## config.mk

```make
export PLATFORM = sky130hd
export DESIGN_NAME = fbsc_check
export DESIGN_NICKNAME = d
export VERILOG_FILES = /design/src/hdl/fbsc_pkg.sv /design/src/hdl/fbsc_check.sv
export SDC_FILE = /design/constraint.sdc
export NUM_CORES = 1
export LEC_CHECK = 0
export BUFFER_PORTS_ARGS = -buffer_cell sky130_fd_sc_hd__buf_2
export CAP_MARGIN = 20
export CORE_ASPECT_RATIO = 1.4
export CORE_MARGIN = 4
export CORE_UTILIZATION = 65
export CTS_BUF_LIST = sky130_fd_sc_hd__clkbuf_4
export CTS_CLUSTER_SIZE = 20
export DETAILED_ROUTE_END_ITERATION = 8
export PLACE_DENSITY = 0.89
export SLEW_MARGIN = 25
export SYNTH_ARGS = -nofsm -noshare
export SYNTH_HDL_FRONTEND = slang
export SYNTH_SLANG_ARGS = --single-unit
export TNS_END_PERCENT = 30
```

## constraint.sdc

```tcl
create_clock -name clk_i -period 12.8 [get_ports clk_i]
set_clock_uncertainty 0.1 [all_clocks]
set_input_delay 2.56 -clock clk_i [delete_from_list [all_inputs] [get_ports clk_i]]
set_output_delay 2.56 -clock clk_i [all_outputs]
set_load 0.05 [all_outputs]
```

## src/hdl/fbsc_pkg.sv

```systemverilog
`timescale 1ns / 1ps

package fbsc_pkg;

  // Error mask bit positions.
  localparam int unsigned ErrSector   = 0;
  localparam int unsigned ErrCluster  = 1;
  localparam int unsigned ErrTotal    = 2;
  localparam int unsigned ErrReserved = 3;
  localparam int unsigned ErrFatSect  = 4;
  localparam int unsigned ErrFatCount = 5;
  localparam int unsigned ErrBits     = 6;

  // Cluster count thresholds between the FAT variants.
  localparam logic [31:0] LimitFat12 = 32'd4085;
  localparam logic [31:0] LimitFat16 = 32'd65525;

  typedef enum logic [1:0] {
    KIND_NONE  = 2'd0,
    KIND_FAT12 = 2'd1,
    KIND_FAT16 = 2'd2,
    KIND_FAT32 = 2'd3
  } fat_kind_e;

  // Item state handed from the check stages to the layout stages.
  typedef struct packed {
    logic               valid;
    logic [ErrBits-1:0] err;
    logic [32:0]        meta;    // reserved + FAT area + root directory sectors
    logic [32:0]        pre;     // reserved + FAT area sectors
    logic [38:0]        rel_sh;  // (root cluster - 2) scaled to sectors
    logic [31:0]        total;
    logic [15:0]        resv;
    logic [1:0]         sshift;  // sector size is 512 << sshift
    logic [2:0]         cshift;  // sectors per cluster is 1 << cshift
  } fbsc_mid_t;

endpackage

```

## src/hdl/fbsc_check.sv

```systemverilog
`timescale 1ns / 1ps

module fbsc_check (
  input  logic              clk_i,
  input  logic              rst_ni,
  input  logic              valid_i,
  input  logic [15:0]       sector_bytes_i,
  input  logic [7:0]        cluster_sectors_i,
  input  logic [15:0]       total_sectors_short_i,
  input  logic [31:0]       total_sectors_long_i,
  input  logic [15:0]       reserved_sectors_i,
  input  logic [15:0]       fat_sectors_short_i,
  input  logic [31:0]       fat_sectors_long_i,
  input  logic [7:0]        fat_copies_i,
  input  logic [15:0]       root_entries_i,
  input  logic [31:0]       root_cluster_i,
  output fbsc_pkg::fbsc_mid_t mid_o
);
  import fbsc_pkg::*;

  // Stage 1: field selection and the simple checks.
  logic        s1_valid_q;
  logic        s1_err_sec_q, s1_err_clu_q, s1_tot_zero_q, s1_err_res_q, s1_err_fs_q;
  logic        s1_nfat_zero_q;
  logic [1:0]  s1_sshift_q;
  logic [2:0]  s1_cshift_q;
  logic [31:0] s1_total_q, s1_spf_q, s1_rclus_q;
  logic [15:0] s1_resv_q, s1_nroot_q;
  logic [7:0]  s1_nfat_q;

  logic [31:0] total_d, spf_d;
  logic        tot_zero_d;
  logic [2:0]  cshift_d;

  always_comb begin
    total_d    = (total_sectors_short_i != 16'd0) ? {16'd0, total_sectors_short_i}
                                                  : total_sectors_long_i;
    spf_d      = (fat_sectors_short_i != 16'd0) ? {16'd0, fat_sectors_short_i}
                                                : fat_sectors_long_i;
    tot_zero_d = (total_d == 32'd0);
    cshift_d   = 3'd0;
    for (int i = 0; i < 8; i++) begin
      if (cluster_sectors_i[i]) begin
        cshift_d = 3'(i);
      end
    end
  end

  always_ff @(posedge clk_i or negedge rst_ni) begin
    if (!rst_ni) begin
      s1_valid_q <= 1'b0;
    end else begin
      s1_valid_q <= valid_i;
    end
  end

  always_ff @(posedge clk_i) begin
    s1_err_sec_q   <= !(sector_bytes_i inside {16'd512, 16'd1024, 16'd2048, 16'd4096});
    s1_err_clu_q   <= (cluster_sectors_i == 8'd0) ||
                      ((cluster_sectors_i & (cluster_sectors_i - 8'd1)) != 8'd0);
    s1_tot_zero_q  <= tot_zero_d;
    s1_err_res_q   <= !tot_zero_d && ({16'd0, reserved_sectors_i} > total_d);
    s1_err_fs_q    <= (spf_d == 32'd0) || (!tot_zero_d && (spf_d > total_d));
    s1_nfat_zero_q <= (fat_copies_i == 8'd0);
    s1_sshift_q    <= {sector_bytes_i[12] | sector_bytes_i[11],
                       sector_bytes_i[12] | sector_bytes_i[10]};
    s1_cshift_q    <= cshift_d;
    s1_total_q     <= total_d;
    s1_spf_q       <= spf_d;
    s1_rclus_q     <= root_cluster_i;
    s1_resv_q      <= reserved_sectors_i;
    s1_nroot_q     <= root_entries_i;
    s1_nfat_q      <= fat_copies_i;
  end

  // Stage 2: FAT area product and root directory size in sectors.
  logic        s2_valid_q;
  logic [4:0]  s2_err_q;
  logic        s2_nfat_zero_q;
  logic [39:0] s2_fatarea_q;
  logic [12:0] s2_rootsect_q;
  logic [1:0]  s2_sshift_q;
  logic [2:0]  s2_cshift_q;
  logic [31:0] s2_total_q, s2_rclus_q;
  logic [15:0] s2_resv_q;

  logic [16:0] rs_sum_d;
  logic [16:0] rs_div_d;

  always_comb begin
    // Entries are 32 bytes, so a sector holds 16 << sshift of them.
    rs_sum_d = {1'b0, s1_nroot_q} + ((17'd16 << s1_sshift_q) - 17'd1);
    rs_div_d = rs_sum_d >> (3'd4 + {1'b0, s1_sshift_q});
  end

  always_ff @(posedge clk_i or negedge rst_ni) begin
    if (!rst_ni) begin
      s2_valid_q <= 1'b0;
    end else begin
      s2_valid_q <= s1_valid_q;
    end
  end

  always_ff @(posedge clk_i) begin
    s2_err_q       <= {s1_err_fs_q, s1_err_res_q, s1_tot_zero_q, s1_err_clu_q, s1_err_sec_q};
    s2_nfat_zero_q <= s1_nfat_zero_q;
    s2_fatarea_q   <= {32'd0, s1_nfat_q} * {8'd0, s1_spf_q};
    s2_rootsect_q  <= rs_div_d[12:0];
    s2_sshift_q    <= s1_sshift_q;
    s2_cshift_q    <= s1_cshift_q;
    s2_total_q     <= s1_total_q;
    s2_rclus_q     <= s1_rclus_q;
    s2_resv_q      <= s1_resv_q;
  end

  // Stage 3: FAT area check and metadata sums.
  fbsc_mid_t s3_q;
  logic      err_cnt_d;

  always_comb begin
    err_cnt_d = s2_nfat_zero_q ||
                (!s2_err_q[ErrTotal] && !s2_err_q[ErrFatSect] &&
                 (s2_fatarea_q > {8'd0, s2_total_q}));
  end

  // Only the valid bit is cleared by reset; the other fields simply hold.
  always_ff @(posedge clk_i or negedge rst_ni) begin
    if (!rst_ni) begin
      s3_q.valid <= 1'b0;
    end else begin
      s3_q.valid  <= s2_valid_q;
      s3_q.err    <= {err_cnt_d, s2_err_q};
      s3_q.pre    <= {17'd0, s2_resv_q} + {1'b0, s2_fatarea_q[31:0]};
      s3_q.meta   <= {17'd0, s2_resv_q} + {1'b0, s2_fatarea_q[31:0]} + {20'd0, s2_rootsect_q};
      s3_q.rel_sh <= {7'd0, s2_rclus_q - 32'd2} << s2_cshift_q;
      s3_q.total  <= s2_total_q;
      s3_q.resv   <= s2_resv_q;
      s3_q.sshift <= s2_sshift_q;
      s3_q.cshift <= s2_cshift_q;
    end
  end

  assign mid_o = s3_q;

endmodule

```

==> metrics.md, run 1 <==
| Metric | Value |
|---|---|
| Worst hold stages | `0` |
| GRT Total Usage | `0.3260` |
| 1st-iter DRT viols | `1,855` |
| Drt drc | `0` |
| Reg2reg path depth | `18` |
| Min Tclk post-route | `6.647 ns` |
| Fin. Hold Viols | `0` |
| Sequential area share after synthesis | `0.4102` |
| First-pass GRT wire length | `112,200 um` |
| Max Slew Vio Count | `0` |
| Worst-path clk slew | `0.07 ns` |
| Routed wire per std cell | `20.30 um` |
| Yosys reg bits | `458` |
| Root Driver | `clkbuf_4` |
| Post-Syn Area per Cell | `10.40 um2` |
| # IOs | `360` |
| Cells resized by post-CTS repair | `0` |
| Clock tree buffer depth | `3` |
| Largest net degree at the start of global routing | `92` |
| Vias per cell | `5.846` |
| Area of the multi-input gates | `14,150 um2` |
| CTS sink cnt | `458` |
| Critical path, cell by cell | `nand2_1, fa_1, fa_1, inv_1, fa_1, inv_1, fa_1, inv_1, ha_1, nand3_1, and4b_1, o31ai_1, a31oi_1, o21ai_0, a21oi_1, a2111oi_0, o22ai_1, xnor2_1` |
| Most frequent cell on the critical path | `fa_1` |
| Total CTS buffers | `104` |
| Largest vdd supply drop | `0.1195 mV` |
| Port bufs | `359` |
| H-tree depth | `3` |
| Area fraction of the dominant cell type after synthesis | `0.2207` |
| Top_reg_cell synth | `dfxtp_1` |
| Mapped Nets | `3,103` |
| MaxCap Viol Count | `0` |
| Post-synth ARST share | `0.006550` |
| Unrepaired setup endpoints after global routing | `false` |
| WHS | `0.2020 ns` |
| Distinct cells, synth | `74` |
| Site Rows | `87` |
| Pre-CTS setup slack | `6.199 ns` |
| Die area | `43,940 um2` |
| Post-DP HPWL | `54,820 um` |
| Core Box Area | `40,170 um2` |
| Vias in the first global route | `21.65k` |
| Final ANT Viol Nets | `0` |
| Status | `finished, final reports clean` |
| Die Y | `246.4 um` |
| Initial antenna violation count | `4` |
| Pre-antenna DRT Iters | `6` |
| Area growth, synth to finish | `14.36%` |
| Hold crit path type | `reg -> reg` |
| TritonCTS clock tree | `yes` |
| Cells after Synth | `2,538` |
| Gpl congestion | `0.9453` |
| Gr ovfl total | `0` |
| Hold buffers post-CTS | `0` |
| Crit-path max cell delay | `0.97 ns` |
| Share of cells above drive strength 1 | `0.1910` |
| Final period utilization | `0.5193` |
| Post-synth EDFFs | `164` |
| Setup Buffers After CTS | `0` |
| Final wirelength | `72,510 um` |
| Startpoint Class | `register` |
| P_leak | `0.01446 uW` |
| Worst endpoint required time | `13.36 ns` |
| Max FO, Critical Path | `32` |
| Post-synth top area cell | `dfxtp_1` |
| Setup tns final | `0 ns` |
| Power Dens Cells | `171.7 nW/um2` |
| CP Class | `reg -> reg` |
| FILL cells | `2,700` |
| Synth Warn # | `0` |
| Final worst setup slack | `6.153 ns` |
| Storage element area | `10,830 um2` |
| Final Net Count | `3,511` |
| Skew-Pair Late Insertion Delay | `0.82 ns` |
| Die Wd | `178.3 um` |
| Via count | `20.88k` |
| Mapped cell area | `26,390 um2` |
| Fmax | `0.1504 GHz` |
| Max stage delay cell, worst path | `dfxtp_1` |
| Worst-Margin Slew | `1.062 ns` |
| Relative slew slack | `0.2911` |
| Final setup fails | `0` |
| Initial Util | `0.6570` |
| Crit end category | `register` |
| Top cells by area, synth | `dfxtp_1, edfxtp_1, fa_1, ha_1, and2_1` |
| WP data arrival | `7.21 ns` |
==> per-layer routing <==
layer  up-vias  wire length, um  share of wire  global-route usage
met2      1100            36490           0.50              0.5745
li1       9485                -              -                   -
met4         4             4114          0.057              0.1735
met5         -               21        0.00029                   0
met1     10020            26240           0.36              0.3713
met3       266             5639          0.078             0.06447
==> cell type report <==
cell class                      instances  area share
Clock inverter                         35     0.01007
Multi-Input combinational cell       1705      0.4689
Antenna cell                            5   0.0004146
Clock buffer                          157     0.03905
Tap cell                              534     0.02214
Timing Repair Buffer                  369     0.06235
Inverter                              308     0.03831
Sequential cell                       458      0.3588
==> cell families (layout without fill, tap and decap cells) <==
kind of cell / count (synthesis) / count (layout) / share of synthesized area
other: 0 / 5 / 0
multiplexers: 57 / 57 / 0.02214
AND/OR/NAND/NOR: 751 / 751 / 0.1515
AO/OA/AOI/OAI: 414 / 414 / 0.09776
buffers and inverters: 375 / 869 / 0.05376
flip-flops: 458 / 458 / 0.4102
XOR/XNOR: 113 / 113 / 0.03750
adder cells (fa/ha/maj): 370 / 370 / 0.2272
==> critical path: cells and delay by family (launching register included) <==
kind	cells	cell delay [ns]
compound gates	6	2.03
simple gates	3	0.59
xor+xnor	1	0.15
buf+inv	3	0.15
fa+ha+maj	5	2.53
flops	1	0.97
==> registers in the layout, indices dropped and copies added (netlist names), 2 cells and up <==
name,flops
s1_total_q,32
s1_nroot_q,16
s2_fatarea_q,40
s2_rootsect_q,13
s2_total_q,32
s2_err_q,5
s2_rclus_q,32
s2_sshift_q,2
s1_sshift_q,2
s2_resv_q,16
s1_rclus_q,32
s1_cshift_q,3
s1_resv_q,16
s1_nfat_q,8
s2_cshift_q,3
mid_o,165
s1_spf_q,32
==> through the flow <==
step                total power, uW  instance area (um2)  cells    util
floorplan                      3359                26390   2538       -
global placement               3785                28680   3374  0.7140
detailed placement             3893                28680   3374  0.7140
CTS                            5180                30160   3566  0.7509
global route                   5475                30180   3571  0.7514
finish                         5181                30180   3571  0.7514
==> synth_stat cells (all sizes together), types with 3 or more instances <==
cell type and number:
inv 308, dfxtp 291, and2 226, ha 188, fa 182, edfxtp 164
nand2 164, a21oi 143, nor2 119, o21ai 79, xnor2 73, a21o 72
clkbuf 52, mux2i 49, nor3 41, xor2 40, nand3 39, nand4 34
nor4 30, nand2b 22, a31oi 18, nor2b 18, buf 15, a211oi 13
o21a 13, o211ai 11, and4 10, or2 10, or3 9, and3 8
mux2 8, o21bai 8, or4 8, a211o 7, o22ai 7, a32oi 5
o221ai 5, a31o 4, o31ai 4, a22oi 3, a41oi 3, dfrtp 3
nor3b 3
==> cells in the final DEF, fill, tap and decap left out, types with 9 or more instances in the layout <==
master	netlist	routed
xnor2_1	73	73
o211ai_1	11	11
clkinv_1	0	19
o21ai_0	76	76
o21a_1	13	13
inv_1	307	307
dfxtp_1	291	288
or3_1	9	9
nor3_1	40	40
a21o_1	72	72
xor2_1	40	40
nor2_1	119	118
nand4_1	34	34
nor4_1	29	29
clkbuf_4	0	157
and4_1	10	9
ha_1	188	188
edfxtp_1	164	164
buf_4	0	9
nand3_1	39	39
a21oi_1	143	143
fa_1	182	182
nand2b_1	21	21
and2_1	226	226
a31oi_1	18	18
or2_2	10	10
buf_2	3	358
mux2i_1	48	48
nor2b_1	18	18
nand2_1	164	164
a211oi_1	13	13
clkinv_2	0	9
==> power breakdown <==
group	switching, uW	internal (uW)
sequential	125	1750
combinational	1320	727
clock	581	683
total	2020	3160
==> worst paths after layout <==
| check | from | to | slack (ns) |
|---|---|---|---|
| max in group asynchronous | rst_ni | mid_o[164] | 9.59 |
| min in group asynchronous | rst_ni | s2_valid_q | 2.51 |
| worst min register to register | s1_rclus_q[21] | s2_rclus_q[21] | 0.20 |
| worst max-delay path | s1_nfat_q[6] | s2_fatarea_q[39] | 6.15 |
| worst max register to register | s1_nfat_q[6] | s2_fatarea_q[39] | 6.15 |
| worst min-delay path | s1_rclus_q[21] | s2_rclus_q[21] | 0.20 |
(Power assumes the default switching activity.)
==> inputs of run 2 (changes only) <==
--- a/config.mk
+++ b/config.mk
@@ -5,15 +5,16 @@
 export SDC_FILE = /design/constraint.sdc
 export NUM_CORES = 1
 export LEC_CHECK = 0
+export ABC_AREA = 1
 export BUFFER_PORTS_ARGS = -buffer_cell sky130_fd_sc_hd__buf_2
 export CAP_MARGIN = 20
 export CORE_ASPECT_RATIO = 1.4
 export CORE_MARGIN = 4
-export CORE_UTILIZATION = 65
+export CORE_UTILIZATION = 55
 export CTS_BUF_LIST = sky130_fd_sc_hd__clkbuf_4
 export CTS_CLUSTER_SIZE = 20
 export DETAILED_ROUTE_END_ITERATION = 8
-export PLACE_DENSITY = 0.89
+export PLACE_DENSITY = 0.79
 export SLEW_MARGIN = 25
 export SYNTH_ARGS = -nofsm -noshare
 export SYNTH_HDL_FRONTEND = slang
==> constraint.sdc (replaced) <==
create_clock -name clk_i -period 6 [get_ports clk_i]
set_clock_uncertainty 0.1 [all_clocks]
set_input_delay 1.2 -clock clk_i [delete_from_list [all_inputs] [get_ports clk_i]]
set_output_delay 1.2 -clock clk_i [all_outputs]
set_load 0.05 [all_outputs]
==> run 2 against run 1 <==
Clock-buffer cell count decreased by 14. Global-route usage fell by 6.4 points. Sequential share of layout area decreased by 2.6 points. Largest power group unchanged. Worst hold slack improved by 0.014 ns. Sequential cell count unchanged. Critical path type unchanged. Synthesized cell count grew 36%. Non-clock buffer count rose by 10. Cell area grew 7.7%. Via count is 12% higher. Die area increased by 27%.
==> metrics.md, run 2 <==
| Metric | Value |
|---|---|
| # IOs | `360 (unchanged)` |
| Max FO, Critical Path | `15 (was 32)` |
| Final wirelength | `73,840 um (was 72,510 um)` |
| Global route hottest layer | `met2 (unchanged)` |
| Core Box Area | `51,250 um2 (was 40,170 um2)` |
| Min Tclk post-route | `5.259 ns (was 6.647 ns)` |
| Die Wd | `200.7 um (was 178.3 um)` |
| Relative slew slack | `0.3063 (was 0.2911)` |
| Hold buffers post-CTS | `0 (unchanged)` |
| Final setup fails | `0 (unchanged)` |
| Root Driver | `clkbuf_4 (unchanged)` |
| GRT Total Usage | `0.2619 (was 0.3260)` |
| Final period utilization | `0.8765 (was 0.5193)` |
| Mux cell area share after synthesis | `0.003500 (was 0.02214)` |
| Startpoint Class | `register (unchanged)` |
| Fmax | `0.1901 GHz (was 0.1504 GHz)` |
| CTS sink cnt | `458 (unchanged)` |
| Top_reg_cell synth | `dfxtp_1 (unchanged)` |
| Synth Warn # | `0 (unchanged)` |
| Critical path, cell by cell | `buf_12, nand2_1, fa_1, fa_1, inv_1, fa_1, inv_1, fa_1, inv_1, ha_1, nand2_1, nor2_1, nand2_1, nand3_1, a21oi_1, o21ai_0, a21oi_1, nor2_1, nor2_1, nand2_1, nand2_1 (was nand2_1, fa_1, fa_1, inv_1, fa_1, inv_1, fa_1, inv_1, ha_1, nand3_1, and4b_1, o31ai_1, a31oi_1, o21ai_0, a21oi_1, a2111oi_0, o22ai_1, xnor2_1)` |
| Power Dens Cells | `354.0 nW/um2 (was 171.7 nW/um2)` |
| Post-synth top area cell | `dfxtp_1 (unchanged)` |
| Mapped Nets | `4,020 (was 3,103)` |
| Top cells by area, synth | `dfxtp_1, edfxtp_1, fa_1, nand2_1, inv_1 (was dfxtp_1, edfxtp_1, fa_1, ha_1, and2_1)` |
| 1st-iter DRT viols | `1,080 (was 1,855)` |
| Cells after Synth | `3,455 (was 2,538)` |
| Largest vdd supply drop | `0.2020 mV (was 0.1195 mV)` |
| Met1 Use GR | `0.2761 (was 0.3713)` |
| Largest family of logic cells by synthesized area | `adder cells (unchanged)` |
| Pre-antenna DRT Iters | `6 (unchanged)` |
| Initial antenna violation count | `2 (was 4)` |
| Mapped cell area | `28,600 um2 (was 26,390 um2)` |
| Max stage delay cell, worst path | `dfxtp_1 (unchanged)` |
| Synth Area in XOR/XNOR | `0.02726 (was 0.03750)` |
| Crit-path max cell delay | `0.65 ns (was 0.97 ns)` |
| Vias per cell | `5.074 (was 5.846)` |
| Area fraction of the dominant cell type after synthesis | `0.2037 (was 0.2207)` |
| Status | `finished, final reports clean (unchanged)` |
| Final ANT Viol Nets | `0 (unchanged)` |
| Sequential area share after synthesis | `0.3786 (was 0.4102)` |
| Crit end category | `register (unchanged)` |
| Setup tns final | `0 ns (unchanged)` |
| Cells resized by post-CTS repair | `0 (unchanged)` |
| P_leak | `0.01770 uW (was 0.01446 uW)` |
| Design area | `32,520 um2 (was 30,180 um2)` |
| Commonest non-fill, non-tap cell in the layout | `nand2_1 (was buf_2)` |
| Fraction of the mapped netlist area in simple logic gates | `0.2056 (was 0.1515)` |
| H-tree depth | `3 (unchanged)` |
| Post-Syn Area per Cell | `8.277 um2 (was 10.40 um2)` |
| Grt met3 use | `0.04210 (was 0.06447)` |
| Drt drc | `0 (unchanged)` |
| Post-synth EDFFs | `164 (unchanged)` |
| Delay-heaviest family, CP | `adder cells (unchanged)` |
| Clock tree buffer depth | `3 (unchanged)` |
| Site Rows | `98 (was 87)` |
| Worst endpoint required time | `6.67 ns (was 13.36 ns)` |
| MaxCap Viol Count | `0 (unchanged)` |
| Via count | `23.35k (was 20.88k)` |
| Yosys reg bits | `458 (unchanged)` |
| Final Net Count | `4,422 (was 3,511)` |
| Die area | `55,760 um2 (was 43,940 um2)` |
| Post-synthesis compound-gate area fraction | `0.06384 (was 0.09776)` |
| Setup Buffers After CTS | `0 (unchanged)` |
| Total CTS buffers | `105 (was 104)` |
| Share of cells above drive strength 1 | `0.1633 (was 0.1910)` |
| Vias in the first global route | `23.97k (was 21.65k)` |
| Count leader, synth | `nand2_1 (was inv_1)` |
| Post-DP HPWL | `59,920 um (was 54,820 um)` |
| Distinct cells, synth | `56 (was 74)` |
| Largest net degree at the start of global routing | `82 (was 92)` |
| Commonest non-fill, non-tap cells in the layout | `nand2_1, inv_1, buf_2, dfxtp_1, nor2_1 (was buf_2, inv_1, dfxtp_1, and2_1, ha_1)` |
| Final core area utilization | `0.6345 (was 0.7514)` |
| M2 GR Usage | `0.4921 (was 0.5745)` |
| Largest register FFs | `165 (unchanged)` |
| Hold crit path type | `reg -> reg (unchanged)` |
| TritonCTS clock tree | `yes (unchanged)` |
| Fin. Hold Viols | `0 (unchanged)` |
| Worst-path clk slew | `0.07 ns (about the same)` |
| CP Class | `reg -> reg (unchanged)` |
| Gr ovfl total | `0 (unchanged)` |
| Synth Area in Adders | `0.2097 (was 0.2272)` |
| Max Slew Vio Count | `0 (unchanged)` |
| Gpl congestion | `0.9303 (was 0.9453)` |
| Area growth, synth to finish | `13.72% (was 14.36%)` |
| First-pass GRT wire length | `117,500 um (was 112,200 um)` |
| Crit path buf inv count | `4 (was 3)` |
| Placed Area | `31,030 um2 (was 28,680 um2)` |
| Most frequent cell on the critical path | `nand2_1 (was fa_1)` |
| Post-synth ARST share | `0.006550 (unchanged)` |
| Top cells by count, synth | `nand2_1, inv_1, dfxtp_1 (was inv_1, dfxtp_1, and2_1)` |
| Port bufs | `359 (unchanged)` |
| Routed wire per std cell | `16.05 um (was 20.30 um)` |
| WP data arrival | `5.93 ns (was 7.21 ns)` |
| Skew-Pair Late Insertion Delay | `0.89 ns (was 0.82 ns)` |
| Die Y | `277.8 um (was 246.4 um)` |
| Worst-Margin Slew | `1.039 ns (was 1.062 ns)` |
| Unrepaired setup endpoints after global routing | `false (unchanged)` |
| Initial Util | `0.5579 (was 0.6570)` |
run 2: cell count changes after synthesis, sizes merged, moves of 39 or more:
cell and change:
and2 -225, nor2 +135, mux2i -39, a21o -59, nand3 +134, xnor2 -46, nand2 +677, inv +444
run 2: final cells by class:
| cell class | instances | area [um2] |
|---|---|---|
| Fill cell | 4476 | 18730 |
| Multi-Input combinational cell | 2157 | 14580 |
| Sequential cell | 458 | 10830 |
| Inverter | 756 | 2840 |
| Timing Repair Buffer | 379 | 1966 |
| Clock buffer | 143 | 1074 |
| Tap cell | 650 | 813.3 |
| Clock inverter | 57 | 415.4 |
| Antenna cell | 1 | 2.502 |
run 2: cells by family after synthesis:
family,count (synthesis)
mux,10
compound gates,320
xor+xnor,89
flops,458
simple gates,1368
buf+inv,840
fa+ha+maj,370
run 2: path summary, 6_finish.rpt:
path                                start                to  slack, ns  cells past startpoint
max                          s1_nfat_q[4]  s2_fatarea_q[34]       0.74                     21
min                        s1_total_q[18]    s2_total_q[18]       0.22                      0
max reg2reg                  s1_nfat_q[4]  s2_fatarea_q[34]       0.74                     21
min reg2reg                s1_total_q[18]    s2_total_q[18]       0.22                      0
max in group asynchronous          rst_ni        s2_valid_q       4.98                      1
min in group asynchronous          rst_ni        mid_o[164]       0.32                      1
run 2: power by group:
part | leakage (uW) | internal (uW) | switching, uW
Sequential | 0.00410 | 3720 | 207
Clock | 0.000871 | 1360 | 1290
Combinational | 0.0127 | 1570 | 3360
Total | 0.0177 | 6660 | 4850
run 2: stage by stage:
step | worst slack (ns) | total power, uW | hold slack [ns] | instances
2_1_floorplan | 1.291 | 7642 | 0.2096 | 3455
3_3_place_gp | 0.8773 | 8837 | 0.2100 | 4400
3_5_place_dp | 0.7949 | 8909 | 0.2121 | 4400
4_1_cts | 0.7814 | 11600 | 0.2098 | 4600
5_1_grt | 0.4419 | 12350 | 0.2170 | 4601
6_report | 0.7407 | 11510 | 0.2164 | 4601
run 2: per-layer routing:
layer | up-vias | wire (um)
met5 | - | 20
met4 | 2 | 4029
met3 | 187 | 3919
met2 | 735 | 38820
met1 | 10810 | 27050
li1 | 11610 | -
